==> config.mk <==
export PLATFORM = sky130hd
export DESIGN_NAME = bts_channel_filter
export DESIGN_NICKNAME = d
export VERILOG_FILES = /design/src/hw/rtl/bts_pkg.sv /design/src/hw/rtl/bts_channel_filter.sv
export SDC_FILE = /design/constraint.sdc
export NUM_CORES = 2
export LEC_CHECK = 0
export BUFFER_PORTS_ARGS = -buffer_cell sky130_fd_sc_hd__buf_2
export CORE_ASPECT_RATIO = 0.7
export CORE_MARGIN = 5
export CORE_UTILIZATION = 50
export DETAILED_ROUTE_END_ITERATION = 7
export GPL_TIMING_DRIVEN = 0
export PLACE_DENSITY = 0.66
export RECOVER_POWER = 25
export SKIP_CTS_REPAIR_TIMING = 1
export SYNTH_ARGS = -nofsm -noshare
export SYNTH_HDL_FRONTEND = slang
export SYNTH_SLANG_ARGS = --single-unit
==> constraint.sdc <==
create_clock -name clk -period 18.1 [get_ports clk]
set_input_delay 3.62 -clock clk [delete_from_list [all_inputs] [get_ports clk]]
set_output_delay 3.62 -clock clk [all_outputs]
set_load 0.005 [all_outputs]
==> src/hw/rtl/bts_pkg.sv <==
// Shared types and constants of the bilinear texture sampler.
package bts_pkg;

	// Color channel and texel word layout (red high, blue low)
	localparam int CHAN_BITS  = 8;
	localparam int TEXEL_BITS = 3 * CHAN_BITS;
	localparam int RED_LSB    = 2 * CHAN_BITS;
	localparam int GREEN_LSB  = CHAN_BITS;
	localparam int BLUE_LSB   = 0;

	// Configuration port
	localparam int CFG_INDEX_BITS = 2;
	localparam int LOG2_BITS      = 3;

	typedef enum logic [CFG_INDEX_BITS-1:0] {
		REG_WIDTH_LOG2  = 2'd0,
		REG_HEIGHT_LOG2 = 2'd1
	} cfg_reg_t;

	// Input word kind
	typedef enum logic {
		MODE_WRITE  = 1'b0,
		MODE_SAMPLE = 1'b1
	} mode_t;

endpackage

==> src/hw/rtl/bts_channel_filter.sv <==
// One color channel of the bilinear blend: horizontal lerp, vertical lerp, rounding.
module bts_channel_filter #(
	parameter int FRAC_BITS = 16
) (
	input  logic                           clk,
	input  logic                           en,
	input  logic [bts_pkg::CHAN_BITS-1:0]  t00,
	input  logic [bts_pkg::CHAN_BITS-1:0]  t01,
	input  logic [bts_pkg::CHAN_BITS-1:0]  t10,
	input  logic [bts_pkg::CHAN_BITS-1:0]  t11,
	input  logic [FRAC_BITS-1:0]           fx,
	input  logic [FRAC_BITS-1:0]           fy,
	output logic [bts_pkg::CHAN_BITS-1:0]  result
);

	import bts_pkg::*;

	localparam int F  = FRAC_BITS;
	localparam int HW = CHAN_BITS + F;   // horizontal blend, exact, scale 2^F
	localparam int VW = HW + F + 2;      // vertical terms, signed

	// stage 3: h = a*2^F + (b - a)*fx, per row
	logic signed [CHAN_BITS:0]     d0, d1;
	logic signed [CHAN_BITS+F+1:0] m0, m1, s0, s1;
	logic [HW-1:0]                 h0_s3, h1_s3;
	logic [F-1:0]                  fy_s3;

	assign d0 = $signed({1'b0, t01}) - $signed({1'b0, t00});
	assign d1 = $signed({1'b0, t11}) - $signed({1'b0, t10});
	assign m0 = d0 * $signed({1'b0, fx});
	assign m1 = d1 * $signed({1'b0, fx});
	assign s0 = $signed({2'b00, t00, {F{1'b0}}}) + m0;
	assign s1 = $signed({2'b00, t10, {F{1'b0}}}) + m1;

	always_ff @(posedge clk) begin
		if (en) begin
			h0_s3 <= s0[HW-1:0];
			h1_s3 <= s1[HW-1:0];
			fy_s3 <= fy;
		end
	end

	// stage 4: (h1 - h0)*fy
	logic signed [HW:0]   dh;
	logic signed [VW-1:0] mv;
	logic signed [VW-1:0] prod_s4;
	logic [HW-1:0]        h0_s4;

	assign dh = $signed({1'b0, h1_s3}) - $signed({1'b0, h0_s3});
	assign mv = dh * $signed({1'b0, fy_s3});

	always_ff @(posedge clk) begin
		if (en) begin
			prod_s4 <= mv;
			h0_s4   <= h0_s3;
		end
	end

	// stage 5: h0*2^F + product, round half up, drop 2F fraction bits
	logic signed [VW-1:0] rnd;
	logic signed [VW-1:0] sum;
	logic [CHAN_BITS-1:0] result_s5;

	assign rnd = $signed({{(CHAN_BITS+2){1'b0}}, 1'b1, {(2*F-1){1'b0}}});
	assign sum = $signed({2'b00, h0_s4, {F{1'b0}}}) + prod_s4 + rnd;

	always_ff @(posedge clk) begin
		if (en) begin
			result_s5 <= sum[2*F +: CHAN_BITS];
		end
	end

	assign result = result_s5;

endmodule

Yosys cells after proc, flatten, opt, wreduce, memory -nomap -nowiden
Index checks and enable logic that the tools add are counted.
- $add $sub $neg: 7
- multiply operators: 3
- operator list (operator ; number):
    adder 24 bit ; 2
    multiplier 9 x 17 -> 24 bit ; 2
    adder 40 x 33 -> 40 bit (second input constant) ; 1
    adder 40 bit ; 1
    multiplier 25 x 17 -> 40 bit ; 1
    subtractor 24 x 24 -> 25 bit ; 1
    subtractor 8 x 8 -> 9 bit ; 2
- bits of input ports: 66
- register bits: 136
- output and inout bits: 8
- logic and storage cells: 16

Longest topological paths before layout
- depth in word-level cells: 3
- depth in mapped cells: 34
- depth with buffers taken out: 33

Worst setup path after synthesis
Ideal clock, no wire load.
- path kind: input to register
- start: in t01[0] (netlist bit)
- end: reg h0_s3[21] (data pin)
- stages: 29
- buffers on the path: 0
- setup time: 0.258 ns
- arrival: 9.687 ns
- setup slack: 8.156 ns
- data required time: 17.842 ns
- cells stage by stage: inv_1 ha_1 inv_1 fa_1 a21o_1 a21oi_1 o21bai_1 a21oi_1 o21bai_1 a21oi_1 nand2b_1 fa_1 fa_1 inv_1 fa_1 fa_1 inv_1 fa_1 inv_1 ha_1 inv_1 o21ai_0 a2111oi_0 o31ai_1 o211ai_1 a21boi_0 o21ai_0 nor2b_1 xnor2_1
- longest elaborated chain between the ends: 3
- ends and longest elaborated chain (item ; RTL line ; text):
    from (decl) ; bts_channel_filter.sv:8 ; input logic [bts_pkg::CHAN_BITS-1:0] t01,
    subtractor 8 x 8 -> 9 bit ; bts_channel_filter.sv:28 ; assign d0 = $signed({1'b0, t01}) - $signed({1'b0, t00});
    multiplier 9 x 17 -> 24 bit ; bts_channel_filter.sv:30 ; assign m0 = d0 * $signed({1'b0, fx});
    adder 24 bit ; bts_channel_filter.sv:32 ; assign s0 = $signed({2'b00, t00, {F{1'b0}}}) + m0;
    via s0[21] ; bts_channel_filter.sv:24 ; logic signed [CHAN_BITS+F+1:0] m0, m1, s0, s1;
    to (signal assigned) ; bts_channel_filter.sv:37 ; h0_s3 <= s0[HW-1:0];
    to (decl) ; bts_channel_filter.sv:25 ; logic [HW-1:0] h0_s3, h1_s3;
The timed path passes the listed nets, and every way through them passes these cells.
A chain may end at the register's enable or synchronous reset.

Final worst setup path
- start: in t00[1] (netlist bit)
- end: reg h0_s3[23] (data pin)
- longest elaborated chain between the ends: 3
- ends and longest elaborated chain (item ; RTL line ; text):
    from (decl) ; bts_channel_filter.sv:7 ; input logic [bts_pkg::CHAN_BITS-1:0] t00,
    subtractor 8 x 8 -> 9 bit ; bts_channel_filter.sv:28 ;
    multiplier 9 x 17 -> 24 bit ; bts_channel_filter.sv:30 ;
    adder 24 bit * ; bts_channel_filter.sv:32 ;
    via s0[23] ; bts_channel_filter.sv:24 ;
Mark *: on every way through the listed nets, which the timed path passes. The rest lies on a longest branch.

==> results.yml <==
routing:
  wl_per_cell_microns: 19.58
  viasPerCell: 5.278
  dr.pass1.iters: 7
  vias: 21610
  drcViolationCount: 0
  drt_iter0_drc: 2024
  finalWirelength_mm: 80.17
  ant_nets: 0
final_layout:
  area_growth_pct: 6.501
  antenna_cells: 0
  most-common-layout-cells: "inv_1, fa_1, nand2_1"
  multiInputGateArea_sq_mm: 0.02305
  n_fill_cell: 5416
  drive_gt1_frac: 0.04442
  final_common_cell: "inv_1"
  finalNetCount: 4217
  regArea_sq_mm: 0.003603
yosys:
  synthArstFlopShare: 0
  yosysSeqAreaShare: 0.1206
  ys_seq_elements: 120
  syn_nets: 4125
  yosysWarnings: 0
  avgSynthCellArea_sq_um: 9.393
  synth_cell_type_count: 64
  synth_edf_count: 120
  ys.flop_type: "edfxtp_1"
  syn_inst: 3182
  synth.cell_area_sq_mm: 0.02989
critical_path:
  cp.required_ns: 18.25
  crit_fanout: 10
  cp_data_arrival_time_ns: 11.42
  path_class: "in -> reg"
  start_kind: "input port"
  critPathSlowestCell: "xnor2_1"
  end_kind: "flip-flop"
  max_stage_delay_ns: 0.61
clock_tree:
  cts-root-buf: "clkbuf_16"
  clk_pin_slew_worst_paths_ns: 0.06
  cts_tree: "built"
  numCtsBuffers: 17
  clk_latency_ns: 0.46
  htree_levels: 4
  clock_path_buffers: 2
  clock-sinks: 120
floorplan:
  start_util: 0.5016
  die_w_microns: 302.2
  core_sq_mm: 0.05959
  io_pins: 74
  rows: 75
  die-area_sq_mm: 0.06485
  die_h_microns: 214.6
timing:
  setup_ws_ns: 6.826
  slew_headroom: -0.1170
  rsz0062_at_grt: "false"
  fin_crit_ns: 11.27
  tns_ns: 0
  setup_viol: 0
  hold_viol: 0
  fmax_ghz: 0.08870
  worst_slew_pin_slew_ns: 1.676
  fin_crit_sh: 0.6229
  drv_slew: 28
  finalClockSkew_ns: 0.01167
grt:
  grt_pass1_wl_mm: 127.9
  grt_usage: 0.2562
  grt-ovfl-total: 0
  antenna_found_initial: 3
  grt_pass1_vias: 21970
  grt_max_degree: 94
outcome:
  status: "complete, but fails checks"
  failed_checks: "max-capacitance violations, max-slew violations"
run:
  cap_violations: 1
place:
  post-place-ws_ns: 6.541
  dp_hpwl_mm: 68.15
  io_buffers: 72
  gp_congestion: 0.9823
min_path:
  hp-class: "reg -> reg"
## layout make-up
type	count	share of cell area
plain buffers	126	0.01541
clock buffers	18	0.01348
clock inverters	14	0.003656
inverters	732	0.08632
multi-input cells	2204	0.7240
flip-flops and latches	120	0.1132
well taps	808	0.03176
repair buffers	73	0.01215
## metrics by stage
stage	hold WS (ns)	instances	instance area [sq um]	util
4_1_cts	0.4460	4095	31840	0.5343
6_report	0.4446	4095	31830	0.5342
3_5_place_dp	0.4323	4063	31290	0.5252
3_3_place_gp	0.4319	4062	31260	0.5246
2_1_floorplan	0.4264	3182	29890	-
5_1_grt	0.4515	4095	31830	0.5342
## synth_stat cells, drive strengths merged (25+ instances only)
| cell | instances | area [sq um] |
|---|---|---|
| edfxtp | 120 | 3603 |
| inv | 732 | 2748 |
| nor2 | 76 | 285.3 |
| clkbuf | 120 | 450.4 |
| o21ai | 38 | 190.2 |
| xor2 | 25 | 219.0 |
| nor2b | 40 | 250.2 |
| a21o | 27 | 204.0 |
| a21oi | 73 | 369.1 |
| ha | 285 | 3566 |
| nand2b | 61 | 381.6 |
| nand2 | 401 | 1505 |
| xnor2 | 91 | 797.0 |
| fa | 592 | 11850 |
| and2 | 257 | 1608 |
| nor3 | 25 | 130.1 |
## path summary, 6_finish.rpt
kind	cells past startpoint	start	endpoint	slack [ns]
worst min register to register	0	h0_s3[15]$_DFFE_PP_	h0_s4[15]$_DFFE_PP_	0.44
worst max-delay path	29	t00[1]	h0_s3[23]$_DFFE_PP_	6.83
worst min-delay path	0	h0_s3[15]$_DFFE_PP_	h0_s4[15]$_DFFE_PP_	0.44
worst max register to register	30	h0_s3[0]$_DFFE_PP_	prod_s4[39]$_DFFE_PP_	6.85
## cells by family after synthesis
family,Yosys count,share of synthesized area
simple gates,940,0.1566
fa+ha+maj,877,0.5158
mux,9,0.004396
compound gates,262,0.06028
flops,120,0.1206
xor+xnor,116,0.03399
buf+inv,858,0.1083
## flip-flops by register name, indices dropped and copies added, names as in the netlist
register,count
h0_s3,24
h0_s4,24
h1_s3,24
prod_s4,24
fy_s3,16
result,8
## layer usage
metal / routed length [microns] / up-vias / track usage
met2: 30060 / 981 / 0.3245
met1: 38380 / 10690 / 0.4182
met5: 0 / - / 0
met3: 10630 / 81 / 0.09494
met4: 1105 / 0 / 0.03882
li1: - / 9865 / -
## worst max-delay path: cells and delay by family
family / cells / cell delay (ns)
simple gates: 3 / 0.37
fa+ha+maj: 7 / 3.04
compound gates: 10 / 2.31
buf+inv: 7 / 0.96
xor+xnor: 2 / 1.09
Power is left out: the tool's default activity adds up to more than one toggle a clock period on the data nets, which glitch-free logic cannot reach.
